File: config.mk
export PLATFORM = sky130hd
export DESIGN_NAME = three_level_priority_run_queue_unit_flat
export DESIGN_NICKNAME = d
export VERILOG_FILES = /design/src/hw/rtl/tlprq_pkg.sv /design/src/hw/rtl/tlprq_in_if.sv /design/src/hw/rtl/tlprq_out_if.sv /design/src/hw/rtl/tlprq_ram.sv /design/src/hw/rtl/tlprq_ptrs.sv /design/src/hw/rtl/three_level_priority_run_queue_unit.sv /design/src/flat_wrapper.sv
export VERILOG_INCLUDE_DIRS = /design/src /design/src/hw/rtl
export SDC_FILE = /design/constraint.sdc
export NUM_CORES = 2
export LEC_CHECK = 0
export BUFFER_PORTS_ARGS = -buffer_cell sky130_fd_sc_hd__buf_2
export CAP_MARGIN = 0
export CELL_PAD_IN_SITES_DETAIL_PLACEMENT = 2
export CELL_PAD_IN_SITES_GLOBAL_PLACEMENT = 2
export CORE_UTILIZATION = 46
export CTS_CLUSTER_SIZE = 30
export DETAILED_ROUTE_END_ITERATION = 12
export GPL_TIMING_DRIVEN = 1
export HOLD_SLACK_MARGIN = 0.02
export PLACE_DENSITY = 0.92
export SLEW_MARGIN = 15
export SYNTH_ARGS = -nofsm -noshare
export SYNTH_HDL_FRONTEND = slang
export SYNTH_SLANG_ARGS = --single-unit
export TNS_END_PERCENT = 5
File: constraint.sdc
create_clock -name i_clk -period 5.4 [get_ports i_clk]
set_clock_uncertainty 0.05 [all_clocks]
set_input_delay 1.08 -clock i_clk [delete_from_list [all_inputs] [get_ports i_clk]]
set_output_delay 1.08 -clock i_clk [all_outputs]
set_load 0.005 [all_outputs]
File: src/hw/rtl/three_level_priority_run_queue_unit_assert.svh
// Assertion macros used by the run queue top level.
`ifndef THREE_LEVEL_PRIORITY_RUN_QUEUE_UNIT_ASSERT_SVH
`define THREE_LEVEL_PRIORITY_RUN_QUEUE_UNIT_ASSERT_SVH

// Same-cycle implication, checked on every rising edge outside reset.
`define TLPRQ_ASSERT_NOW(lbl, clk, rstn, ante, cons, msg) \
    lbl: assert property (@(posedge clk) disable iff (!(rstn)) (ante) |-> (cons)) \
        else $error(msg);

// Next-cycle implication, checked on every rising edge outside reset.
`define TLPRQ_ASSERT_NEXT(lbl, clk, rstn, ante, cons, msg) \
    lbl: assert property (@(posedge clk) disable iff (!(rstn)) (ante) |=> (cons)) \
        else $error(msg);

`endif

File: src/hw/rtl/tlprq_pkg.sv
// Package with the shared types, codes and level selection of the run queue.
`default_nettype none

package tlprq_pkg;

    localparam int NUM_LEVELS = 3;
    localparam int TAG_W      = 6;

    typedef logic [TAG_W-1:0] t_tag;
    typedef logic [1:0]       t_level;
    typedef logic [1:0]       t_reason;

    // Priority levels.
    localparam t_level LVL_LOW  = 2'd0;
    localparam t_level LVL_MED  = 2'd1;
    localparam t_level LVL_HIGH = 2'd2;

    // Commands.
    localparam logic CMD_PUSH = 1'b0;
    localparam logic CMD_POP  = 1'b1;

    // Reason codes carried with a push.
    localparam t_reason REASON_DEFAULT = 2'd0;
    localparam t_reason REASON_WAKE    = 2'd1;
    localparam t_reason REASON_SLICE   = 2'd2;

    // Pointer update request from the top level to the pointer file.
    typedef struct packed {
        logic   push;
        logic   pop;
        t_level push_level;
    } t_ptr_cmd;

    // Occupancy status reported by the pointer file.
    typedef struct packed {
        logic [NUM_LEVELS-1:0] nonempty;
        logic [NUM_LEVELS-1:0] full;
        logic                  any;
        t_level                pop_level;
    } t_ptr_status;

    // Level a push goes to: saturate to high, then adjust by reason in dynamic mode.
    function automatic t_level pick_level(t_level prio, t_reason why, logic dyn);
        t_level lvl;
        lvl = (prio > LVL_HIGH) ? LVL_HIGH : prio;
        if (dyn) begin
            case (why)
                REASON_WAKE:  lvl = LVL_HIGH;
                REASON_SLICE: begin
                    if (lvl != LVL_LOW) begin
                        lvl = lvl - t_level'(1);
                    end
                end
                default: ;
            endcase
        end
        return lvl;
    endfunction

endpackage

`default_nettype wire

File: src/hw/rtl/tlprq_in_if.sv
// Command channel interface of the run queue.
`default_nettype none

interface tlprq_in_if import tlprq_pkg::*; ();
    logic    valid;
    logic    ready;
    logic    command;
    t_tag    process_tag;
    t_level  priority_in;
    t_reason reason;

    modport source (output valid, command, process_tag, priority_in, reason, input ready);
    modport sink   (input valid, command, process_tag, priority_in, reason, output ready);
endinterface

`default_nettype wire

File: src/hw/rtl/tlprq_out_if.sv
// Result channel interface of the run queue.
`default_nettype none

interface tlprq_out_if import tlprq_pkg::*; ();
    logic   valid;
    logic   ready;
    logic   tag_valid;
    t_tag   process_tag_out;
    t_level priority_out;
    logic   queue_empty;
    logic   overflow;

    modport source (output valid, tag_valid, process_tag_out, priority_out, queue_empty,
                    overflow, input ready);
    modport sink   (input valid, tag_valid, process_tag_out, priority_out, queue_empty,
                    overflow, output ready);
endinterface

`default_nettype wire

File: src/hw/rtl/tlprq_ram.sv
// Generic simple dual-port RAM with one write port and a registered read port.
`default_nettype none

module tlprq_ram #(
    parameter int WIDTH = 8,
    parameter int DEPTH = 16
) (
    input  wire logic                     i_clk,
    input  wire logic                     i_we,
    input  wire logic [$clog2(DEPTH)-1:0] i_waddr,
    input  wire logic [WIDTH-1:0]         i_wdata,
    input  wire logic                     i_re,
    input  wire logic [$clog2(DEPTH)-1:0] i_raddr,
    output      logic [WIDTH-1:0]         o_rdata
);

    logic [WIDTH-1:0] r_mem [DEPTH];
    logic [WIDTH-1:0] r_rdata;

    // Write port.
    always_ff @(posedge i_clk) begin
        if (i_we) begin
            r_mem[i_waddr] <= i_wdata;
        end
    end

    // Registered read port, enabled by i_re.
    always_ff @(posedge i_clk) begin
        if (i_re) begin
            r_rdata <= r_mem[i_raddr];
        end
    end

    assign o_rdata = r_rdata;

endmodule

`default_nettype wire

File: src/hw/rtl/tlprq_ptrs.sv
// Head, tail and count registers of the three levels, and slot address generation.
`default_nettype none

module tlprq_ptrs import tlprq_pkg::*; #(
    parameter int QUEUE_DEPTH = 64
) (
    input  wire logic                                     i_clk,
    input  wire logic                                     i_rst_n,
    input  wire t_ptr_cmd                                 i_cmd,
    output      t_ptr_status                              o_status,
    output      logic [$clog2(NUM_LEVELS*QUEUE_DEPTH)-1:0] o_wr_addr,
    output      logic [$clog2(NUM_LEVELS*QUEUE_DEPTH)-1:0] o_rd_addr
);

    localparam int PTR_W  = $clog2(QUEUE_DEPTH);
    localparam int CNT_W  = $clog2(QUEUE_DEPTH + 1);
    localparam int ADDR_W = $clog2(NUM_LEVELS * QUEUE_DEPTH);

    localparam logic [PTR_W-1:0]  PTR_LAST  = PTR_W'(QUEUE_DEPTH - 1);
    localparam logic [CNT_W-1:0]  CNT_FULL  = CNT_W'(QUEUE_DEPTH);
    localparam logic [ADDR_W-1:0] BASE_MED  = ADDR_W'(QUEUE_DEPTH);
    localparam logic [ADDR_W-1:0] BASE_HIGH = ADDR_W'(2 * QUEUE_DEPTH);

    logic [PTR_W-1:0] r_head  [NUM_LEVELS];
    logic [PTR_W-1:0] r_tail  [NUM_LEVELS];
    logic [CNT_W-1:0] r_count [NUM_LEVELS];

    t_level pop_level;

    function automatic logic [PTR_W-1:0] next_ptr(logic [PTR_W-1:0] p);
        return (p == PTR_LAST) ? '0 : p + PTR_W'(1);
    endfunction

    function automatic logic [ADDR_W-1:0] slot_addr(t_level lvl, logic [PTR_W-1:0] p);
        logic [ADDR_W-1:0] base;
        unique case (lvl)
            LVL_LOW:  base = '0;
            LVL_MED:  base = BASE_MED;
            default:  base = BASE_HIGH;
        endcase
        return base + ADDR_W'(p);
    endfunction

    // Occupancy flags and the highest level that holds a tag.
    always_comb begin
        for (int l = 0; l < NUM_LEVELS; l++) begin
            o_status.nonempty[l] = (r_count[l] != '0);
            o_status.full[l]     = (r_count[l] == CNT_FULL);
        end
        if (o_status.nonempty[LVL_HIGH]) begin
            pop_level = LVL_HIGH;
        end else if (o_status.nonempty[LVL_MED]) begin
            pop_level = LVL_MED;
        end else begin
            pop_level = LVL_LOW;
        end
        o_status.pop_level = pop_level;
        o_status.any       = |o_status.nonempty;
    end

    // Slot addresses: tail of the push level and head of the pop level.
    assign o_wr_addr = slot_addr(i_cmd.push_level, r_tail[i_cmd.push_level]);
    assign o_rd_addr = slot_addr(pop_level, r_head[pop_level]);

    // Pointer and count update; a push and a pop never come in the same cycle.
    always_ff @(posedge i_clk) begin
        if (!i_rst_n) begin
            for (int l = 0; l < NUM_LEVELS; l++) begin
                r_head[l]  <= '0;
                r_tail[l]  <= '0;
                r_count[l] <= '0;
            end
        end else if (i_cmd.push) begin
            r_tail[i_cmd.push_level]  <= next_ptr(r_tail[i_cmd.push_level]);
            r_count[i_cmd.push_level] <= r_count[i_cmd.push_level] + CNT_W'(1);
        end else if (i_cmd.pop) begin
            r_head[pop_level]  <= next_ptr(r_head[pop_level]);
            r_count[pop_level] <= r_count[pop_level] - CNT_W'(1);
        end
    end

endmodule

`default_nettype wire

File: src/hw/rtl/three_level_priority_run_queue_unit.sv
// Top level of the three-level priority run queue.
//
// The command channel i_in carries one beat per push or pop; the result
// channel o_out returns exactly one beat for each command, in order.
// A push is decided in the cycle it is accepted: the tag is written into
// the slot memory at the tail of its level, unless the level is full and
// overflow is flagged, and the result beat is valid on the next cycle.
// Pushes are taken at one per cycle while the receiver takes each result.
// A pop reads the head slot of the highest non-empty level from the slot
// memory through its registered read port; no new command is taken while
// the block waits in ST_READ for the tag, which then goes to the output
// register. A pop that finds every level empty answers at once, like a push.
// The result sits in an output register; a new command is accepted while
// the previous result is taken in the same cycle, and i_in.ready falls
// while a result is held by a stalling receiver.
// Synchronous reset empties all three levels and clears dynamic mode; the
// slot memory itself is not cleared. i_cfg_we writes dynamic mode and
// should only be used while no command is in flight.
`default_nettype none
`include "three_level_priority_run_queue_unit_assert.svh"

module three_level_priority_run_queue_unit import tlprq_pkg::*; #(
    parameter int QUEUE_DEPTH = 64
) (
    input  wire logic   i_clk,
    input  wire logic   i_rst_n,
    input  wire logic   i_cfg_we,
    input  wire logic   i_cfg_wdata,
    tlprq_in_if.sink    i_in,
    tlprq_out_if.source o_out
);

    localparam int ADDR_W = $clog2(NUM_LEVELS * QUEUE_DEPTH);

    typedef enum logic [1:0] {
        ST_IDLE = 2'b01,
        ST_READ = 2'b10
    } t_state;

    t_state r_state, n_state;
    t_level r_pop_level, n_pop_level;
    logic   r_dyn_mode;

    logic   r_out_valid, n_out_valid;
    logic   r_tag_valid, n_tag_valid;
    t_tag   r_tag,       n_tag;
    t_level r_prio,      n_prio;
    logic   r_empty,     n_empty;
    logic   r_ovf,       n_ovf;

    t_ptr_cmd          ptr_cmd;
    t_ptr_status       ptr_status;
    logic [ADDR_W-1:0] wr_addr;
    logic [ADDR_W-1:0] rd_addr;
    t_tag              rd_data;

    logic   in_ready;
    logic   accept;
    logic   is_push;
    t_level push_level;
    logic   push_full;

    // Configuration register.
    always_ff @(posedge i_clk) begin
        if (!i_rst_n) begin
            r_dyn_mode <= 1'b0;
        end else if (i_cfg_we) begin
            r_dyn_mode <= i_cfg_wdata;
        end
    end

    // Command decode and handshake.
    assign in_ready   = (r_state == ST_IDLE) && (!r_out_valid || o_out.ready);
    assign accept     = i_in.valid && in_ready;
    assign is_push    = (i_in.command == CMD_PUSH);
    assign push_level = pick_level(i_in.priority_in, i_in.reason, r_dyn_mode);
    assign push_full  = ptr_status.full[push_level];

    assign ptr_cmd.push       = accept && is_push && !push_full;
    assign ptr_cmd.pop        = accept && !is_push && ptr_status.any;
    assign ptr_cmd.push_level = push_level;

    tlprq_ptrs #(
        .QUEUE_DEPTH (QUEUE_DEPTH)
    ) u_ptrs (
        .i_clk     (i_clk),
        .i_rst_n   (i_rst_n),
        .i_cmd     (ptr_cmd),
        .o_status  (ptr_status),
        .o_wr_addr (wr_addr),
        .o_rd_addr (rd_addr)
    );

    tlprq_ram #(
        .WIDTH (TAG_W),
        .DEPTH (NUM_LEVELS * QUEUE_DEPTH)
    ) u_slots (
        .i_clk   (i_clk),
        .i_we    (ptr_cmd.push),
        .i_waddr (wr_addr),
        .i_wdata (i_in.process_tag),
        .i_re    (ptr_cmd.pop),
        .i_raddr (rd_addr),
        .o_rdata (rd_data)
    );

    // Sequencer and result register next values.
    always_comb begin
        n_state     = r_state;
        n_pop_level = r_pop_level;
        n_out_valid = r_out_valid && !o_out.ready;
        n_tag_valid = r_tag_valid;
        n_tag       = r_tag;
        n_prio      = r_prio;
        n_empty     = r_empty;
        n_ovf       = r_ovf;
        unique case (r_state)
            ST_IDLE: begin
                if (accept) begin
                    if (is_push) begin
                        n_out_valid = 1'b1;
                        n_tag_valid = 1'b0;
                        n_tag       = i_in.process_tag;
                        n_prio      = push_level;
                        n_empty     = 1'b0;
                        n_ovf       = push_full;
                    end else if (ptr_status.any) begin
                        n_state     = ST_READ;
                        n_pop_level = ptr_status.pop_level;
                    end else begin
                        n_out_valid = 1'b1;
                        n_tag_valid = 1'b0;
                        n_tag       = '0;
                        n_prio      = LVL_LOW;
                        n_empty     = 1'b1;
                        n_ovf       = 1'b0;
                    end
                end
            end
            ST_READ: begin
                n_state     = ST_IDLE;
                n_out_valid = 1'b1;
                n_tag_valid = 1'b1;
                n_tag       = rd_data;
                n_prio      = r_pop_level;
                n_empty     = 1'b0;
                n_ovf       = 1'b0;
            end
            default: begin
                n_state = ST_IDLE;
            end
        endcase
    end

    // Control registers.
    always_ff @(posedge i_clk) begin
        if (!i_rst_n) begin
            r_state     <= ST_IDLE;
            r_out_valid <= 1'b0;
        end else begin
            r_state     <= n_state;
            r_out_valid <= n_out_valid;
        end
    end

    // Payload registers.
    always_ff @(posedge i_clk) begin
        r_pop_level <= n_pop_level;
        r_tag_valid <= n_tag_valid;
        r_tag       <= n_tag;
        r_prio      <= n_prio;
        r_empty     <= n_empty;
        r_ovf       <= n_ovf;
    end

    // Channel outputs.
    assign i_in.ready            = in_ready;
    assign o_out.valid           = r_out_valid;
    assign o_out.tag_valid       = r_tag_valid;
    assign o_out.process_tag_out = r_tag;
    assign o_out.priority_out    = r_prio;
    assign o_out.queue_empty     = r_empty;
    assign o_out.overflow        = r_ovf;

    // The read state of a pop is always followed by the idle state.
    `TLPRQ_ASSERT_NEXT(a_read_one_cycle, i_clk, i_rst_n, r_state == ST_READ, r_state == ST_IDLE, "pop read stayed longer than one cycle")
    // A pop that found a tag always enters the read cycle.
    `TLPRQ_ASSERT_NEXT(a_pop_to_read, i_clk, i_rst_n, ptr_cmd.pop, r_state == ST_READ, "pop with a tag did not start a memory read")
    // The result register is free while the read data is on its way.
    `TLPRQ_ASSERT_NOW(a_out_free_on_read, i_clk, i_rst_n, r_state == ST_READ, !r_out_valid, "pop result would overwrite a pending result")
    // A result never reports both a returned tag and an empty queue.
    `TLPRQ_ASSERT_NOW(a_result_flags, i_clk, i_rst_n, r_out_valid, !(r_tag_valid && r_empty), "result flags tag valid and queue empty together")

endmodule

`default_nettype wire
File: src/flat_wrapper.sv
// flat-port wrapper written by rule: the top's interface ports become plain ports
module three_level_priority_run_queue_unit_flat import tlprq_pkg::*;
#(
    parameter int QUEUE_DEPTH = 64
)
  (i_clk, i_rst_n, i_cfg_we, i_cfg_wdata, i_in_valid, i_in_command, i_in_process_tag, i_in_priority_in, i_in_reason, i_in_ready, o_out_valid, o_out_tag_valid, o_out_process_tag_out, o_out_priority_out, o_out_queue_empty, o_out_overflow, o_out_ready);
  tlprq_in_if i_in_i ();
  tlprq_out_if o_out_i ();
  input  wire logic i_clk;
  input  wire logic i_rst_n;
  input  wire logic i_cfg_we;
  input  wire logic i_cfg_wdata;
  input wire logic [$bits(i_in_i.valid)-1:0] i_in_valid;
  input wire logic [$bits(i_in_i.command)-1:0] i_in_command;
  input wire logic [$bits(i_in_i.process_tag)-1:0] i_in_process_tag;
  input wire logic [$bits(i_in_i.priority_in)-1:0] i_in_priority_in;
  input wire logic [$bits(i_in_i.reason)-1:0] i_in_reason;
  output wire logic [$bits(i_in_i.ready)-1:0] i_in_ready;
  output wire logic [$bits(o_out_i.valid)-1:0] o_out_valid;
  output wire logic [$bits(o_out_i.tag_valid)-1:0] o_out_tag_valid;
  output wire logic [$bits(o_out_i.process_tag_out)-1:0] o_out_process_tag_out;
  output wire logic [$bits(o_out_i.priority_out)-1:0] o_out_priority_out;
  output wire logic [$bits(o_out_i.queue_empty)-1:0] o_out_queue_empty;
  output wire logic [$bits(o_out_i.overflow)-1:0] o_out_overflow;
  input wire logic [$bits(o_out_i.ready)-1:0] o_out_ready;
  assign i_in_i.valid = i_in_valid;
  assign i_in_i.command = i_in_command;
  assign i_in_i.process_tag = i_in_process_tag;
  assign i_in_i.priority_in = i_in_priority_in;
  assign i_in_i.reason = i_in_reason;
  assign i_in_ready = i_in_i.ready;
  assign o_out_valid = o_out_i.valid;
  assign o_out_tag_valid = o_out_i.tag_valid;
  assign o_out_process_tag_out = o_out_i.process_tag_out;
  assign o_out_priority_out = o_out_i.priority_out;
  assign o_out_queue_empty = o_out_i.queue_empty;
  assign o_out_overflow = o_out_i.overflow;
  assign o_out_i.ready = o_out_ready;
  three_level_priority_run_queue_unit #(.QUEUE_DEPTH(QUEUE_DEPTH)) u_core (.i_clk(i_clk), .i_rst_n(i_rst_n), .i_cfg_we(i_cfg_we), .i_cfg_wdata(i_cfg_wdata), .i_in(i_in_i), .o_out(o_out_i));
endmodule
==> key figures <==
Worst setup path
  – Max stage delay cell, worst path: o31ai_4
  – Critical path's largest stage delay: around 0.77 ns
  – Crit path kind: reg2reg
  – CP Capture Type: flop
  – CP Max Fanout: 18
  – CP Data Arrival Time: between 6 and 7 ns
  – Critical Path RT: 5.95 ns
  – Crit-path cells: or4_4 > nor2_8 > inv_2 > o31ai_4 > nand2_1 > buf_4 > a21oi_1 > a211oi_1 > o21bai_1 > a2111oi_0 > o21ai_0 > nand4_1
  – CP Launch Type: flop

STA
  – Fmax: around 0.18 GHz
  – Setup-failing EPs final: 5
  – Final hold vios: 0
  – Final period utilization: 103.0%
  – Setup TNS: -0.3660 ns
  – Final min period: around 5.6 ns
  – RSZ-0062 raised after global routing: yes
  – Worst Hold Slack: around 0.55 ns
  – Final worst slack: -0.1624 ns
  – Slew Limit Fails: 0
  – Slew @ Worst Pin: about 1.3 ns
  – Rel. slew slack: between 10% and 20%

Clocking
  – TritonCTS Buffers: ~140
  – CTS tree: built
  – Clock Latency Late Sink: approximately 0.78 ns
  – H-tree depth: 4
  – Clock transition at path regs: roughly 0.07 ns
  – CTS sink cnt: about 1200
  – Max clock buf depth: 3
  – Root Buffer: clkbuf_16

Logic synthesis
  – Post-Syn Instances: between 3000 and 4000
  – Ys async rst share: 0%
  – Number of library cell types mapped by synthesis: ~70
  – Sequential cell area fraction in the yosys report: between 70% and 80%
  – Syn Area/Cell: roughly 13 sq um
  – Synth Flop Type: edfxtp_1
  – Number of flops mapped to enable cells by yosys: between 1000 and 1500
  – Post-synth net total: roughly 3800
  – Area of the mapped netlist: between 0.05 and 0.06 sq mm
  – Yosys warnings: 0
  – Synthesis-stage register bit count: between 1000 and 1500

Power
  – Comb pwr share: between 10% and 20%
  – Leak pwr: slightly below 20 nW
  – Sequential power share: 46.4%
  – Clock group share of total power: about two fifths
  – Net Sw Frac: 28.68%
  – Switching power: 0.006649 W
  – Internal Power: ~0.017 W
  – Cell area power density: roughly 400 mW/mm^2
  – Maximum vdd drop: about 0.46 mV

Worst hold path
  – Hold Path Class: reg2reg

Final layout
  – Final nets: between 3000 and 4000
  – Ratio of cells with drive above 1 in the final layout: a little over a tenth
  – P&R area growth vs syn: 12.84%
  – Design Area, Final: about 0.058 sq mm

Placed design
  – Routability congestion estimate: slightly above 0.9
  – Placed cell areas: about 0.053 sq mm
  – Place WS: -0.1706 ns
  – Number of port buffers: 29
  – Final HPWL DP: between 100000 and 150000 um

Routing
  – Post-DR vias/cell: around 7.3
  – Initial DRT Pass Iterations: 6
  – Via count: between 30000 and 40000
  – 1st-iter DRT viols: just over 6000
  – # DRC: 0
  – DRT antenna net count: 0
  – Wire per inst: approximately 45 um
  – Routed WL: approximately 250000 um

Floorplan
  – Row count: ~120
  – Die Y: approximately 330 um
  – CORE AREA: roughly 0.11 sq mm
  – I/O Pins: 30
  – Die Area: 0.1121 sq mm
  – Initial cell density of the core: a little under half
  – Die X-Extent: about 330 um

GRT
  – Vias in the first global route: just over 40000
  – Initial antenna violation count: 20
  – GR Util All Layers: roughly 44%
  – First-pass GRT wire length: 341400 um
  – Total gr overflow: 0
  – Largest net degree at the start of global routing: 126

Flow run
  – Max-Cap Viols: 0

Run status
  – Failing checks: setup timing
  – Outcome: finished, violations left
-- stage by stage --
stage	utilization (%)	power [W]	instances
global placement	48.74	0.01329	5215
finish	52.62	0.02318	5467
detailed placement	48.74	0.01355	5215
floorplan	-	0.01228	3812
global route	52.59	0.02335	5452
CTS	52.55	0.02293	5452
-- final timing paths --
check / from / to / slack (ns) / cells past startpoint
setup / recovery: u_core.u_ptrs.r_count[2][0] / u_core.u_slots.o_rdata[2] / -0.16 / 12
hold reg to reg: u_core.r_dyn_mode / u_core.r_dyn_mode / 0.55 / 2
setup reg to reg: u_core.u_ptrs.r_count[2][0] / u_core.u_slots.o_rdata[2] / -0.16 / 12
hold / removal: u_core.r_dyn_mode / u_core.r_dyn_mode / 0.55 / 2
-- layout by cell type (no fill, tap or decap), types with 6 or more instances in the layout --
cell type	instances
o21ai_0	40
mux2i_1	117
a311oi_1	26
nor2_1	290
nor4_1	6
mux4_2	35
a32oi_1	18
a211oi_1	16
a31oi_1	58
nand2_1	932
nor3_1	37
buf_12	18
nand4_1	79
bufinv_16	7
o2111ai_1	7
nand3_1	260
clkinv_2	17
inv_1	28
buf_6	6
a221oi_1	24
o211ai_1	6
edfxtp_1	1241
and2_1	24
buf_2	23
clkinv_1	35
ha_1	11
a21oi_1	90
a22o_1	11
and3_1	60
diode_2	15
buf_4	120
clkbuf_16	143
xnor2_1	9
a32o_1	13
clkbuf_1	33
or4_1	6
a2111oi_0	11
-- per-layer routing --
metal	wire length, um	vias to the layer above	track usage [%]	share of wire (%)
met5	126	-	0	0.051
met2	111600	4032	67.87	45
li1	-	14290	-	-
met3	29210	1358	13.23	12
met1	80670	20140	50.84	33
met4	24380	18	36.05	9.9
-- cells by family (layout without fill, tap and decap cells) --
group                    Yosys count  count (layout)  synth area share, %
AO/OA/AOI/OAI                    378             378                5.231
XOR/XNOR                          14              14               0.2406
adder cells (fa/ha/maj)           11              11               0.2700
buffers and inverters            272             436                2.359
flip-flops                      1245            1245                73.26
multiplexers                     156             156                3.989
other                              0              15                    0
AND/OR/NAND/NOR                 1736            1736                14.65
-- Yosys cell counts, types with 4 or more instances --
| library cell | instances | area share, % |
|---|---|---|
| a2111oi_0 | 14 | 0.24 |
| a211oi_1 | 18 | 0.27 |
| a21boi_0 | 5 | 0.074 |
| a21oi_1 | 91 | 0.89 |
| a221oi_1 | 24 | 0.41 |
| a22o_1 | 11 | 0.19 |
| a22oi_1 | 4 | 0.059 |
| a311oi_1 | 26 | 0.45 |
| a31oi_1 | 58 | 0.71 |
| a32o_1 | 13 | 0.26 |
| a32oi_1 | 18 | 0.31 |
| and2_1 | 25 | 0.31 |
| and3_1 | 61 | 0.75 |
| buf_1 | 31 | 0.23 |
| buf_2 | 76 | 0.75 |
| buf_4 | 11 | 0.16 |
| buf_6 | 6 | 0.13 |
| clkbuf_1 | 117 | 0.86 |
| dfxtp_1 | 4 | 0.16 |
| edfxtp_1 | 1241 | 73 |
| ha_1 | 11 | 0.27 |
| inv_1 | 28 | 0.21 |
| mux2i_1 | 118 | 2.3 |
| mux4_2 | 35 | 1.5 |
| nand2_1 | 932 | 6.9 |
| nand3_1 | 261 | 2.6 |
| nand3b_1 | 5 | 0.074 |
| nand4_1 | 79 | 0.97 |
| nor2_1 | 295 | 2.2 |
| nor3_1 | 40 | 0.39 |
| nor4_1 | 7 | 0.086 |
| o2111ai_1 | 7 | 0.12 |
| o211ai_1 | 6 | 0.088 |
| o21ai_0 | 42 | 0.41 |
| or3_1 | 5 | 0.061 |
| or4_1 | 7 | 0.10 |
| xnor2_1 | 9 | 0.15 |
| xor2_1 | 5 | 0.086 |
-- power groups by stage --
stage	logic [W]	clock network, W	registers (W)
finish	0.00296	0.00947	0.0108
floorplan	0.00136	0	0.0109
detailed placement	0.00260	0	0.0109
global placement	0.00236	0	0.0109
global route	0.00293	0.00967	0.0107
CTS	0.00278	0.00941	0.0107
-- area by class of cell --
class,count,area [sq um]
inverter,31,126.4
timing repair buffer,168,1458
clock buffer,176,3702
tap,1476,1847
fill,10100,51790
multi-input combinational,2295,12560
clock inverter,61,442.9
sequential,1245,37350
antenna,15,37.54
-- what timing repair did --
action | 4_1_cts | 5_1_grt
endpoints found under the setup margin | 5 | 6
cloned | 0 | 0
gates resized for setup | 6 | 8
buffers inserted | 0 | 0
hold buffers | 0 | 0
-- worst max-delay path, delay by kind of cell, from the launching register on --
kind	cells	cell delay [ns]
AOI/OAI and AO/OA	6	2.42
and+or+nand+nor	4	1.76
buffers and inverters	2	0.61
DFF	1	0.51
-- registers in the layout, summed over array words and instances (netlist names), 2 cells and up --
register,flops
u_core.o_out.priority_out,2
u_core.o_out.process_tag_out,6
u_core.r_pop_level,2
u_core.r_state,2
u_core.u_ptrs.r_count,28
u_core.u_ptrs.r_head,18
u_core.u_ptrs.r_tail,24
u_core.u_slots.o_rdata,6
u_core.u_slots.r_mem,1152
(Power assumes the default switching activity.)
